## src/rtl/obc_pkg.sv

```systemverilog
// Shared constants, codes and types of the output blink controller.
package obc_pkg;

   localparam int TIMER_BITS = 16;
   localparam int TICK_BITS  = 16;
   localparam int CMP_BITS   = (TIMER_BITS > TICK_BITS) ? TIMER_BITS : TICK_BITS;
   localparam int LEVEL_BITS = 8;
   localparam int FUNC_BITS  = 3;
   localparam int MODE_BITS  = 3;

   localparam logic [TIMER_BITS-1:0] TIMER_MAX = {TIMER_BITS{1'b1}};
   localparam logic [LEVEL_BITS-1:0] ON_LEVEL_RESET = 8'd255;

   localparam logic [FUNC_BITS-1:0] FUNC_TICK        = 3'd0;
   localparam logic [FUNC_BITS-1:0] FUNC_OFF         = 3'd1;
   localparam logic [FUNC_BITS-1:0] FUNC_ON          = 3'd2;
   localparam logic [FUNC_BITS-1:0] FUNC_SET_VALUE   = 3'd3;
   localparam logic [FUNC_BITS-1:0] FUNC_BLINK       = 3'd4;
   localparam logic [FUNC_BITS-1:0] FUNC_BLINK_BREAK = 3'd5;

   localparam logic [MODE_BITS-1:0] MODE_OFF   = 3'd0;
   localparam logic [MODE_BITS-1:0] MODE_ON    = 3'd1;
   localparam logic [MODE_BITS-1:0] MODE_HOLD  = 3'd2;
   localparam logic [MODE_BITS-1:0] MODE_BLINK = 3'd3;
   localparam logic [MODE_BITS-1:0] MODE_BREAK = 3'd4;

   typedef struct packed {
      logic [MODE_BITS-1:0]  run_mode;
      logic [LEVEL_BITS-1:0] drive_value;
      logic [LEVEL_BITS-1:0] reported_value;
      logic [7:0]            pulses_done;
      logic [7:0]            pulses_wanted;
      logic [TICK_BITS-1:0]  toggle_interval;
      logic [TICK_BITS-1:0]  pause_interval;
      logic [TIMER_BITS-1:0] toggle_elapsed;
      logic [TIMER_BITS-1:0] pause_elapsed;
   } obc_state_type;

   typedef struct packed {
      logic [LEVEL_BITS-1:0] port_value;
      logic                  changed;
      logic [MODE_BITS-1:0]  cur_mode;
   } obc_result_type;

endpackage

```

## src/rtl/obc_core.sv

```systemverilog
// Next-state and result logic for one item of the output blink controller.
module obc_core (
   input  obc_pkg::obc_state_type          cur,
   input  logic [obc_pkg::LEVEL_BITS-1:0]  on_level,
   input  logic [obc_pkg::FUNC_BITS-1:0]   func,
   input  logic [obc_pkg::LEVEL_BITS-1:0]  level,
   input  logic [7:0]                      blink_count,
   input  logic [obc_pkg::TICK_BITS-1:0]   blink_ticks,
   input  logic [obc_pkg::TICK_BITS-1:0]   pause_ticks,
   output obc_pkg::obc_state_type          nxt,
   output obc_pkg::obc_result_type         result
);
   import obc_pkg::*;

   logic [TIMER_BITS-1:0] t_adv;
   logic [TIMER_BITS-1:0] p_adv;
   logic                  t_exp;
   logic                  p_exp;
   logic                  can_toggle;
   logic                  same_break;

   assign t_adv = (cur.toggle_elapsed == TIMER_MAX) ? TIMER_MAX
                                                     : cur.toggle_elapsed + 1'b1;
   assign p_adv = (cur.pause_elapsed == TIMER_MAX) ? TIMER_MAX
                                                    : cur.pause_elapsed + 1'b1;
   assign t_exp = CMP_BITS'(t_adv) >= CMP_BITS'(cur.toggle_interval);
   assign p_exp = CMP_BITS'(p_adv) >= CMP_BITS'(cur.pause_interval);
   assign can_toggle = cur.pulses_done < cur.pulses_wanted;
   assign same_break = (cur.run_mode == MODE_BREAK) && (cur.pulses_wanted == blink_count) &&
                       (cur.toggle_interval == blink_ticks) &&
                       (cur.pause_interval == pause_ticks);

   always_comb begin
      nxt = cur;
      case (func)
         FUNC_TICK: begin
            nxt.toggle_elapsed = t_adv;
            nxt.pause_elapsed  = p_adv;
            case (cur.run_mode)
               MODE_OFF:  nxt.drive_value = '0;
               MODE_ON:   nxt.drive_value = on_level;
               MODE_HOLD: nxt.drive_value = cur.drive_value;
               MODE_BLINK: begin
                  if (t_exp) begin
                     if (can_toggle) begin
                        if (cur.drive_value == '0) begin
                           nxt.drive_value = on_level;
                           nxt.pulses_done = cur.pulses_done + 8'd1;
                        end else begin
                           nxt.drive_value = '0;
                        end
                        nxt.toggle_elapsed = '0;
                     end else begin
                        nxt.run_mode = MODE_OFF;
                     end
                  end
               end
               MODE_BREAK: begin
                  if (p_exp && t_exp) begin
                     if (can_toggle) begin
                        if (cur.drive_value == '0) begin
                           nxt.drive_value = on_level;
                           nxt.pulses_done = cur.pulses_done + 8'd1;
                        end else begin
                           nxt.drive_value = '0;
                        end
                     end else begin
                        nxt.drive_value   = '0;
                        nxt.pause_elapsed = '0;
                        nxt.pulses_done   = '0;
                     end
                     nxt.toggle_elapsed = '0;
                  end
               end
               default: nxt.run_mode = MODE_OFF;
            endcase
         end
         FUNC_OFF: nxt.run_mode = MODE_OFF;
         FUNC_ON:  nxt.run_mode = MODE_ON;
         FUNC_SET_VALUE: begin
            nxt.drive_value = level;
            nxt.run_mode    = MODE_HOLD;
         end
         FUNC_BLINK: begin
            nxt.pulses_wanted   = blink_count;
            nxt.toggle_interval = blink_ticks;
            nxt.toggle_elapsed  = TIMER_MAX;
            nxt.pulses_done     = '0;
            nxt.run_mode        = MODE_BLINK;
         end
         FUNC_BLINK_BREAK: begin
            if (!same_break) begin
               nxt.pulses_wanted   = blink_count;
               nxt.toggle_interval = blink_ticks;
               nxt.toggle_elapsed  = TIMER_MAX;
               nxt.pause_interval  = pause_ticks;
               nxt.pause_elapsed   = TIMER_MAX;
               nxt.pulses_done     = '0;
            end
            nxt.run_mode = MODE_BREAK;
         end
         default: nxt = cur;
      endcase
      result.port_value  = nxt.drive_value;
      result.changed     = nxt.drive_value != cur.reported_value;
      result.cur_mode    = nxt.run_mode;
      nxt.reported_value = nxt.drive_value;
   end

endmodule

```

## src/rtl/output_blink_controller.sv

```systemverilog
// Top level of the output blink controller: state, result register and handshakes.
//
//   Channel  Direction  Handshake             Carries
//   req      in         req_valid/req_ready   func, level, blink_count, blink_ticks, pause_ticks
//   rsp      out        rsp_valid/rsp_ready   port_value, changed, cur_mode
//   csr      in         csr_valid/csr_ready   on_level write data
//
// A transferred request gives its response in the next cycle; one per cycle unless rsp stalls.
// The state update and the response are formed in a single pass of the core logic.
// Requests are taken while the response register is empty or being drained.
// Reset sets on_level to 255 and clears state and rsp_valid only; csr writes are always taken.
module output_blink_controller (
   input  logic                            clock,
   input  logic                            reset,
   input  logic                            req_valid,
   output logic                            req_ready,
   input  logic [obc_pkg::FUNC_BITS-1:0]   req_func,
   input  logic [obc_pkg::LEVEL_BITS-1:0]  req_level,
   input  logic [7:0]                      req_blink_count,
   input  logic [obc_pkg::TICK_BITS-1:0]   req_blink_ticks,
   input  logic [obc_pkg::TICK_BITS-1:0]   req_pause_ticks,
   output logic                            rsp_valid,
   input  logic                            rsp_ready,
   output logic [obc_pkg::LEVEL_BITS-1:0]  rsp_port_value,
   output logic                            rsp_changed,
   output logic [obc_pkg::MODE_BITS-1:0]   rsp_cur_mode,
   input  logic                            csr_valid,
   output logic                            csr_ready,
   input  logic [obc_pkg::LEVEL_BITS-1:0]  csr_on_level
);
   import obc_pkg::*;

   obc_state_type         state_ff;
   obc_state_type         state_in;
   obc_result_type        result_ff;
   obc_result_type        result_in;
   logic                  rsp_valid_ff;
   logic [LEVEL_BITS-1:0] on_level_ff;
   logic                  req_xfer;

   obc_core u_core (
      .cur         (state_ff),
      .on_level    (on_level_ff),
      .func        (req_func),
      .level       (req_level),
      .blink_count (req_blink_count),
      .blink_ticks (req_blink_ticks),
      .pause_ticks (req_pause_ticks),
      .nxt         (state_in),
      .result      (result_in)
   );

   assign req_ready = !rsp_valid_ff || rsp_ready;
   assign req_xfer  = req_valid && req_ready;
   assign csr_ready = 1'b1;

   always_ff @(posedge clock) begin
      if (reset) begin
         state_ff     <= '0;
         rsp_valid_ff <= 1'b0;
         on_level_ff  <= ON_LEVEL_RESET;
      end else begin
         if (req_xfer) begin
            state_ff <= state_in;
         end
         if (req_xfer) begin
            rsp_valid_ff <= 1'b1;
         end else if (rsp_ready) begin
            rsp_valid_ff <= 1'b0;
         end
         if (csr_valid) begin
            on_level_ff <= csr_on_level;
         end
      end
   end

   always_ff @(posedge clock) begin
      if (req_xfer) begin
         result_ff <= result_in;
      end
   end

   assign rsp_valid      = rsp_valid_ff;
   assign rsp_port_value = result_ff.port_value;
   assign rsp_changed    = result_ff.changed;
   assign rsp_cur_mode   = result_ff.cur_mode;

endmodule

```

## config.mk

```make
export PLATFORM = sky130hd
export DESIGN_NAME = output_blink_controller
export DESIGN_NICKNAME = d
export VERILOG_FILES = /design/src/rtl/obc_pkg.sv /design/src/rtl/obc_core.sv /design/src/rtl/output_blink_controller.sv
export SDC_FILE = /design/constraint.sdc
export NUM_CORES = 1
export LEC_CHECK = 0
export BUFFER_PORTS_ARGS = -buffer_cell sky130_fd_sc_hd__buf_2
export CORE_ASPECT_RATIO = 0.75
export CORE_UTILIZATION = 50
export DETAILED_ROUTE_END_ITERATION = 6
export MAX_ROUTING_LAYER = met4
export PLACE_DENSITY = 0.7
export REMOVE_ABC_BUFFERS = 1
export SYNTH_ARGS = -nofsm -noshare
export SYNTH_HDL_FRONTEND = slang
export SYNTH_SLANG_ARGS = --single-unit
```

## constraint.sdc

```tcl
create_clock -name clock -period 6.7 [get_ports clock]
set_input_delay 0.335 -clock clock [delete_from_list [all_inputs] [get_ports clock]]
set_output_delay 0.335 -clock clock [all_outputs]
set_load 0.02 [all_outputs]
```

# [Word level (Yosys, flattened, before mapping)]
# Cells that the tools add are included.
[totals] in_bits=64 ff_bits=112 output_inout_bits=15
[op_classes] n_mux=31 n_lt_le_gt_ge=3 n_reduce_logical=20 n_eq_ne=20 bitwise=1 add_sub_neg=3
[op_table] op="2-to-1 mux 16 bit" n=6
[op_table] op="2-to-1 mux 80 bit" n=1
[op_table] op="2-to-1 mux 8 bit" n=9
[op_table] op="one-hot mux 16 bit (2 select lines)" n=2
[op_table] op="one-hot mux 16 bit (3 select lines)" n=1
[op_table] op="one-hot mux 24 bit (2 select lines)" n=1
[op_table] op="adder 16 x 1 -> 16 bit, second input constant" n=2
[op_table] op="== test 16 bit" n=2
[op_table] op="== test 16 bit, second input constant" n=2
[op_table] op="greater-or-equal comparator 16 bit" n=2
[op_table] op="2-to-1 mux 32 bit" n=1
[op_table] op="one-hot mux 8 bit (2 select lines)" n=2
[op_table] op="one-hot mux 8 bit (4 select lines)" n=1
[op_table] op="one-hot mux 8 bit (3 select lines)" n=1
[op_table] op="one-hot mux 3 bit (6 select lines)" n=1
[op_table] op="== test 3 x 2 -> 1 bit, second input constant" n=4
[op_table] op="AND reduction 3 bit" n=4
[op_table] op="2-to-1 mux 11 bit" n=1
[op_table] op="== test 3 bit, second input constant" n=3
[op_table] op="!= test 3 x 2 -> 1 bit, second input constant" n=3
[op_table] op="adder 8 x 1 -> 8 bit, second input constant" n=1
[op_table] op="== test 8 bit" n=1
[op_table] op="zero test 8 bit" n=1
[op_table] op="less-than comparator 8 bit" n=1
[op_table] op="other kinds (16)" n=25

# [Longest topological paths before layout]
# Gate-level depths: netlist (run 1).
[depth] word_depth=8 ltp_mapped=20

# [Hierarchy]
# Synthesis (run 1) repeated with hierarchy kept, for this count alone.
[hier_totals] cells_unflattened=1181 area_unflattened_um2=9500.4
[modules_own_cells] module="output_blink_controller" seq_area_each_um2=2522.4 instances=1 cells_each=496 area_per_inst_um2=4989.8
[modules_own_cells] module="obc_core" seq_area_each_um2=0.0 instances=1 cells_each=685 area_per_inst_um2=4510.6

# [Least setup slack after synthesis (run 1)]
# OpenSTA, ideal clock, no wires.
[synth_timing] path_kind="register to register" start="register state_ff[0] (netlist bit)" end="register result_ff (netlist bit rsp_changed) (data pin)" arrival_time_ps=4159 required_time_ps=6427 period_less_slack_ps=4432 setup_time_ps=273 path_slack_ps=2268 n_path_buf=1 stages_incl_launch_ff=19 path_cell_list="dfxtp_1 ha_1 nand2_1 nor2_1 and3_1 nand2_1 or3_1 clkbuf_1 nand2_1 ha_1 nand4_1 or4_1 or4_1 a31oi_2 o221a_4 a32oi_1 a22o_1 nor4_1 o211ai_1"
[synth_lines] item="start: declaration" line="output_blink_controller.sv:33" rtl="obc_state_type state_ff;"
[synth_lines] item="start signal: assignment" line="output_blink_controller.sv:64" rtl="state_ff <= state_in;"
[synth_lines] item="end signal: assignment" line="output_blink_controller.sv:79" rtl="result_ff <= result_in;"
[synth_lines] item="end: declaration" line="output_blink_controller.sv:35" rtl="obc_result_type result_ff;"

==> out/metrics.cfg, run 1 <==
[clock_tree]
cts_buffers=9
cts-root-buf=clkbuf_16
clk_pin_slew_worst_paths_ns=0.07
cts_num_sinks=112
clockBufferDepth=2
h-tree-depth=3
post-cts-setup-buffer-count=0
clock_latency_ns=0.35
cts_tree=built
cts_resized=0
cts_hold_buf=0

[routing]
drc_errors=1
wl_per_cell_um=16.42
initialDrtViolationCount=467
vias_per_cell=5.743
drt_pre_antenna_iters=7
final_antenna_net_count=0
num_vias=5915
totalWireLength_um=16910

[grt]
grt_antenna_before_repair=2
grt_pass1_vias=5424
grt_pass1_wl_um=26980
grt_use_met1_pct=34.61
grtUsageTotal_pct=25.57
met2_usage_pct=39.57
top_usage_layer=met2
grt_use_met3_pct=4.762
grt_max_degree=76
overflow=0

[pwr]
power_density_nw_per_um2=205.2
pwr-share-comb_pct=16.7
power.switching_w=0.0004265
seqPwrFrac_pct=48.3
netSwitchingFraction_pct=27.84
p_int_w=0.001105
peakVddDrop_mv=0.1553
p_clk_share_pct=35.0
total_power_w=0.001532
p_leak_nw=3.369

[critical_path]
cp-start-kind=register
cp.arrival_ns=5.08
crit_required_ns=6.77
path_max_fanout=12
r2r_cells=17
crit_path_end_kind=register
r2r-end=rsp_changed
r2r_slack_ns=1.69
r2r_start=state_ff[0]
critPathKind=register to register

[place]
routabilityCongestion=0.8940
numPortBuffers=77
dp_hpwl_um=12570

[sta]
period_share_pct=74.77
rsz0062_at_grt=no
post-route-min-period_ns=5.009
finalMaxSlewViolations=0
worst_slew_pin_slew_ns=1.306
max_freq_mhz=199.6
skew_ns=0.008752
slew_headroom_pct=12.72
setup_violations=0
hold_viol=0
final.setup.tns_ns=0

[yosys]
synth_edf_count=12
yosysWarnings=0
syn_inst=792
yosys.area_share.xor_xnor_pct=8.272
synthAdderAreaFrac_pct=7.878
async_flop_share_pct=0
yosysSeqAreaShare_pct=35.42
avgSynthCellArea_sq_um=8.422
synthesis.area_sq_um=6670
yosys_register_bits=112
yosys.cell_types.count=58
synth_flop_cell=dfxtp_1
synth_top_family_by_area=simple AND/OR/NAND/NOR gates
synthMuxAreaShare_pct=7.072
synth-compound-area-share_pct=17.24
synth_simple_gate_area_share_pct=18.74

[cells_and_area]
layout_common_cells=nor2_1, dfxtp_1, buf_2
final_common_cell=nor2_1
area_growth_pct=11.95
multi_input_area_sq_um=3955
layout.nets=958
n_fill_cell=1179
seqCellArea_sq_um=2362
drive_gt1_share_pct=12.37

[floorplan]
coreArea_sq_um=13020
start_util_pct=51.24
ios=79
num_rows=36
die_h_um=102.0
die_w_um=135.4
dieArea_sq_um=13810

[min_path]
hold_class=input port to register
hold_path_end=on_level_ff[3]
holdPathStages=3
min_from=csr_on_level[3]

[run]
cap_violations=0

[outcome]
outcome=finished with violations
violations=DRC

## sequential cells by signal (all words and copies together) (netlist names)
name            count
rsp_valid           1
state_ff           91
rsp_port_value      8
on_level_ff         8
rsp_cur_mode        3
rsp_changed         1
## through the flow
step / hold WS, ns / std cells / util [%] / setup slack [ns] / instance area [sq um]
after floorplan: 0.4041 / 759 / - / 2.312 / 6533
after global placement: 0.4558 / 1012 / 55.09 / 1.942 / 7172
after detailed placement: 0.4778 / 1012 / 55.09 / 1.775 / 7172
after CTS: 0.1996 / 1028 / 57.32 / 1.736 / 7462
after global routing: 0.2081 / 1030 / 57.36 / 1.345 / 7467
final: 0.2071 / 1030 / 57.36 / 1.691 / 7467
## critical path, cell delays in order (launching register included)
cell and delay, ns:
dfxtp_1 0.43, ha_1 0.25, nand2_1 0.11, nor2_1 0.21
and3_1 0.27, nand2_1 0.07, or3_1 0.50, nand2_1 0.16
ha_1 0.16, nand4_1 0.15, or4_1 0.55, or4_1 0.47
a31oi_2 0.29, o221a_4 0.28, and2_1 0.29, a221oi_1 0.14
nor4_1 0.28, o211ai_1 0.13
## synth_stat cells (4+ instances only)
library cell    n  area share (%)
a21o_1          6            0.68
a21oi_1        45             3.4
a221o_1         4            0.60
a221oi_1       21             2.8
a32oi_1         4            0.53
and2_1          6            0.56
and3_1         11             1.0
and4_1          4            0.53
buf_2           5            0.38
clkbuf_1       26             1.5
dfxtp_1       100              30
edfxtp_1       12             5.4
ha_1           42             7.9
inv_1          58             3.3
mux2i_1        46             6.9
nand2_1        65             3.7
nand2b_1        6            0.56
nand3_1        21             1.6
nand3b_1        6            0.68
nand4_1         9            0.84
nor2_1        103             5.8
nor3_1          8            0.60
nor4_1         12             1.1
o211ai_1        8            0.90
o21a_1         14             1.6
o21ai_0        34             2.6
or4_1           5            0.56
xnor2_1        14             1.8
xor2_1         49             6.4
## layout make-up
class | instances | area share [%]
multi-input cells | 589 | 52.97
flip-flops and latches | 112 | 31.64
repair buffers | 82 | 5.664
clock buffers | 11 | 3.117
inverters | 58 | 2.916
well taps | 171 | 2.865
clock inverters | 5 | 0.7708
diodes | 2 | 0.06702
## worst max path at each step
stage	startpoint	end	slack, ns	cells past startpoint
3_3_place_gp	state_ff[0]	rsp_changed	1.94	17
4_1_cts	state_ff[0]	rsp_changed	1.74	17
3_5_place_dp	state_ff[0]	rsp_changed	1.78	17
5_1_grt	state_ff[0]	rsp_changed	1.35	17
6_report	state_ff[0]	rsp_changed	1.69	17
2_1_floorplan	state_ff[0]	rsp_changed	2.31	17
## metal layers
metal	vias up	part of all wire [%]
met2	169	45
met1	2810	48
li1	2925	-
met3	11	6.4
met5	-	0
met4	0	0.72
## cells by family (layout without fill, tap and decap cells)
| logic type | count (synthesis) | count (layout) |
|---|---|---|
| compound gates | 168 | 168 |
| mux | 47 | 47 |
| fa+ha+maj | 42 | 42 |
| buf+inv | 91 | 156 |
| simple gates | 268 | 268 |
| flops | 112 | 112 |
| other cells | 1 | 3 |
| xor+xnor | 63 | 63 |
## power by group through the flow
stage               registers (W)  logic, W  clock network [W]
floorplan                0.000755  0.000157                  0
global placement         0.000755  0.000246                  0
detailed placement       0.000755  0.000253                  0
CTS                      0.000740  0.000254           0.000546
global route             0.000744  0.000284           0.000574
finish                   0.000741  0.000255           0.000536
No activity file was read; power rests on OpenSTA's default activity.
==> run 2: changes to the inputs <==
ABC_AREA = 1   (was not set)
clock period = 5 ns   (was 6.7 ns; I/O delays follow)
==> out/metrics.cfg, run 2 <==
[outcome]
outcome=completed

[grt]
overflow=0
grt_antenna_before_repair=0
grt_pass1_wl_um=29200
grt_max_degree=50
grt_pass1_vias=6209
grtUsageTotal_pct=24.88

[cells_and_area]
largest_reg_flops=91
layout.nets=1214
layout_common_cells=nand2_1, inv_1, a21oi_1
antenna_cells=0
drive_gt1_share_pct=12.04
area_growth_pct=10.47
final_common_cell=nand2_1
top_register=state_ff

[sta]
setup_violations=0
post-route-min-period_ns=4.059
rsz0062_at_grt=no
period_share_pct=81.18
worst_slew_pin_slew_ns=0.8814
slew_headroom_pct=41.18
hold_viol=0
finalMaxSlewViolations=0
final.setup.tns_ns=0
max_freq_mhz=246.4
skew_ns=0.009677

[critical_path]
cp-start-kind=register
r2r_slack_ns=0.94
cp-startpoint=state_ff[1]
crit_path_end_kind=register
cp.arrival_ns=4.34
r2r_start=state_ff[1]
critPathKind=register to register
crit_required_ns=5.28
path_max_fanout=18

[yosys]
ys_top_cells_by_count=nand2_1, inv_1, a21oi_1
yosys.cell_types.count=47
async_flop_share_pct=0
yosys-top-cells-area=dfxtp_1, nand2_1, inv_1
yosysMostFrequentCell=nand2_1
yosysWarnings=0
synthesis.area_sq_um=7209
syn_inst=1049
synth_edf_count=12
avgSynthCellArea_sq_um=6.873
synth_flop_cell=dfxtp_1
yosys_register_bits=112
yosysTopAreaCell=dfxtp_1
yosysSeqAreaShare_pct=32.77
yosysTopAreaCellShare_pct=27.77

[routing]
dr_wl_met3_um=875
initialDrtViolationCount=478
met2_length_um=7224
final_antenna_net_count=0
vias_per_cell=5.353
drt-met1-wl_um=9011
drc_errors=0
drt_pre_antenna_iters=5
dr.max_layer_used=met4
wl_per_cell_um=13.41
num_vias=6895
totalWireLength_um=17270

[min_path]
min_from=csr_on_level[1]
hold_class=input port to register

[place]
numPortBuffers=77
routabilityCongestion=0.8943
dp_hpwl_um=12340

[clock_tree]
clock_latency_ns=0.35
clockBufferDepth=2
h-tree-depth=3
cts_resized=0
clk_pin_slew_worst_paths_ns=0.07
cts_buffers=9
cts_tree=built
post-cts-setup-buffer-count=0
cts_hold_buf=0
cts_num_sinks=112
cts-root-buf=clkbuf_16

[floorplan]
die_h_um=106.0
coreArea_sq_um=13890
ios=79
dieArea_sq_um=14910
start_util_pct=51.91
die_w_um=140.7
num_rows=37

[pwr]
total_power_w=0.002173
power_density_nw_per_um2=272.8
p_leak_nw=3.631
peakVddDrop_mv=0.1503

[run]
cap_violations=0

-- run 2: cell count changes after synthesis, sizes merged, moves of 10 or more --
| cell | before | now |
|---|---|---|
| a21oi | 46 | 104 |
| a221oi | 21 | 10 |
| and3 | 11 | 1 |
| inv | 58 | 163 |
| mux2i | 46 | 0 |
| nand2 | 65 | 211 |
| nand3 | 21 | 80 |
| nand4 | 9 | 21 |
| nor2 | 103 | 73 |
| nor3 | 8 | 24 |
| o21a | 16 | 6 |
| o21ai | 35 | 89 |
| xor2 | 49 | 19 |
-- run 2: layout make-up --
class                           instances  area [sq um]
Multi-Input combinational cell        737          4048
Tap cell                              175         219.0
Fill cell                            1352          5924
Sequential cell                       112          2362
Clock inverter                          3         42.54
Inverter                              165         621.8
Clock buffer                           13         240.2
Timing Repair Buffer                   83         430.4
-- run 2: worst max-delay path, cell delays in order (launching register included) --
cell and delay (ns):
dfxtp_1 0.34, ha_1 0.20, nand3_1 0.15, nor3_2 0.17, inv_1 0.09, nor3_2 0.22, nand4_1 0.43, o21ai_0 0.30
ha_1 0.17, nand2_1 0.06, nor2_1 0.19, and2_1 0.15, nor2_1 0.04, nand2_1 0.09, nand2_1 0.07, nand2_1 0.06
nand2_1 0.07, nand2_1 0.15, nand3_2 0.37, a21oi_4 0.40, nand3_1 0.12, a21oi_1 0.14
-- run 2: where the power goes --
part	total (W)	internal (W)	switching (W)
logic	0.000463	0.000164	0.000299
clock network	0.000717	0.000390	0.000327
registers	0.000993	0.000960	0.0000326
-- run 2: stage by stage --
step	instance area [sq um]	hold slack [ns]	setup slack [ns]	utilization, %	std cells
6_report	7964	0.1107	0.9409	57.34	1288
5_1_grt	7964	0.1128	0.5233	57.34	1288
4_1_cts	7964	0.1060	1.023	57.34	1288
3_5_place_dp	7681	0.4701	1.049	55.31	1272
3_3_place_gp	7681	0.4672	1.100	55.31	1272
2_1_floorplan	7029	0.3191	1.676	-	1014
-- run 2: final timing paths --
check / end / depth (start not counted)
worst max-delay path: state_ff[76] / 21
worst min-delay path: on_level_ff[1] / 3
worst max register to register: state_ff[76] / 21
worst min register to register: on_level_ff[0] / 2
-- run 2: routing by layer --
layer | up-vias | global-route usage (%)
met1 | 3117 | 34.83
li1 | 3594 | -
met4 | 0 | 5.901
met3 | 15 | 4.234
met2 | 169 | 37.28
met5 | - | -
-- run 2: kinds of logic (layout without fill, tap and decap cells) --
family	Yosys count	count (layout)	synth area share, %
compound gates	229	229	17.41
xor+xnor	35	35	4.252
fa+ha+maj	42	42	7.289
buf+inv	200	264	11.12
flops	112	112	32.77
other cells	1	1	0.05202
simple gates	430	430	27.11
==> run 3: changes to the inputs <==
PLACE_DENSITY = 0.72   (was 0.7)
clock period = 3.39 ns   (was 5 ns; I/O delays follow)
==> out/metrics.cfg, run 3 (same netlist as run 2, synthesis figures left out) <==
[floorplan]
start_util_pct=51.91
dieArea_sq_um=14910
coreArea_sq_um=13890
ios=79
die_h_um=106.0
num_rows=37
die_w_um=140.7

[critical_path]
critPathKind=register to register
crit_slowest_cell=dfxtp_4
cp-startpoint=state_ff[17]
cp_num_buf_inv=3
crit_family=simple AND/OR/NAND/NOR gates
r2r_cells=28
crit_path_end_kind=register
cp-start-kind=register
path_max_fanout=8
crit_required_ns=3.52
critPathCapture=rsp_changed
crit_cells=28
r2r-end=rsp_changed
cp.arrival_ns=3.83
crit_path_frequent_cell=nand2_1
r2r_slack_ns=-0.30
cpPeakStageDelay_ns=0.39
r2r_start=state_ff[17]

[grt]
grtUsageTotal_pct=26.49
grt_antenna_before_repair=0
overflow=0
met2_usage_pct=41.33
grt_use_met1_pct=35.18
grt_use_met3_pct=4.640
top_usage_layer=met2
grt_pass1_vias=6605
grt_pass1_wl_um=30920
grt_max_degree=49

[run]
cap_violations=0

[sta]
hold_viol=0
rsz0062_at_grt=yes
period_share_pct=108.9
finalMaxSlewViolations=0
post-route-min-period_ns=3.693
layout_setup_ws_ns=-0.3030
setup_violations=61
max_freq_mhz=270.8
slew_headroom_pct=44.95
hold_ws_ns=0.02650
worst_slew_pin_slew_ns=0.8206
skew_ns=0.01348

[place]
dp_hpwl_um=12850
numPortBuffers=77
routabilityCongestion=0.9249

[clock_tree]
cts_buffers=9
clk_pin_slew_worst_paths_ns=0.08
cts-root-buf=clkbuf_16
clock_latency_ns=0.37
cts_num_sinks=112
cts_tree=built
clockBufferDepth=2
h-tree-depth=3
cts_hold_buf=0

[min_path]
hold_class=input port to register

[outcome]
outcome=finished with violations
violations=setup timing

[routing]
vias_per_cell=5.407
wl_per_cell_um=14.57
drc_errors=0
num_vias=7499
final_antenna_net_count=0
initialDrtViolationCount=517
drt_pre_antenna_iters=5
totalWireLength_um=20210

[cells_and_area]
layout.nets=1313
drive_gt1_share_pct=29.13
layout_common_cells=nand2_1, inv_1, dfxtp_1
final_common_cell=nand2_1
area_growth_pct=31.86
top_register=state_ff
largest_reg_flops=91
antenna_cells=0
n_fill_cell=1092
fin_util_pct=68.45

[pwr]
power_density_nw_per_um2=364.4
total_power_w=0.003464
peakVddDrop_mv=0.2406
p_leak_nw=4.360

-- run 3: worst min path at each step --
stage,start,to,slack (ns),cells past startpoint
after global placement,csr_on_level[0],on_level_ff[0],0.41,3
after detailed placement,csr_on_level[3],on_level_ff[3],0.40,3
after global routing,csr_on_level[0],on_level_ff[0],0.02,3
final,csr_on_level[3],on_level_ff[3],0.03,3
after CTS,csr_on_level[3],on_level_ff[3],0.02,3
after floorplan,reset,rsp_valid,0.24,1
-- run 3: layer usage --
| metal | up-vias | share of wire [%] |
|---|---|---|
| met5 | - | 0 |
| met4 | 0 | 2.3 |
| met3 | 44 | 5.4 |
| met2 | 260 | 45 |
| met1 | 3403 | 47 |
| li1 | 3792 | - |
-- run 3: where the power goes --
| part | leakage, nW | total (W) | switching (W) | internal (W) |
|---|---|---|---|---|
| registers | 0.940 | 0.00147 | 0.0000502 | 0.00142 |
| logic | 3.28 | 0.000917 | 0.000548 | 0.000369 |
| clock network | 0.142 | 0.00108 | 0.000558 | 0.000522 |
| total | 4.36 | 0.00346 | 0.00116 | 0.00231 |
-- run 3: worst reg2reg max path, delay by kind of cell (launching register included) --
family        cells  cell delay [ns]
fa+ha+maj         1             0.29
flops             1             0.39
buf+inv           3             0.19
simple gates     23             2.43
xor+xnor          1             0.16
-- run 3: layout make-up --
type | count | area, sq um | share of cell area, %
Clock buffer | 9 | 225.2 | 2.369
Clock inverter | 7 | 70.07 | 0.7370
Inverter | 165 | 626.9 | 6.594
Multi-Input combinational cell | 737 | 4701 | 49.45
Sequential cell | 112 | 2377 | 25.01
Tap cell | 175 | 219.0 | 2.303
Timing Repair Buffer | 182 | 1287 | 13.54
-- run 3: metrics by stage --
step / worst slack [ns] / std cells / setup TNS [ns] / area (sq um)
2_1_floorplan: 0.06579 / 1014 / 0 / 7029
3_3_place_gp: -0.1788 / 1340 / -3.209 / 8204
3_5_place_dp: -0.2465 / 1340 / -5.491 / 8204
4_1_cts: -0.06972 / 1375 / -0.3233 / 8808
5_1_grt: -0.6376 / 1387 / -25.26 / 9507
6_report: -0.3030 / 1387 / -8.109 / 9507
-- run 3: what timing repair did --
action,in CTS,in global routing
buffers inserted,18,13
setup endpoints to repair,55,61
resized for setup,32,149
cloned,1,1
pin swaps,12,69
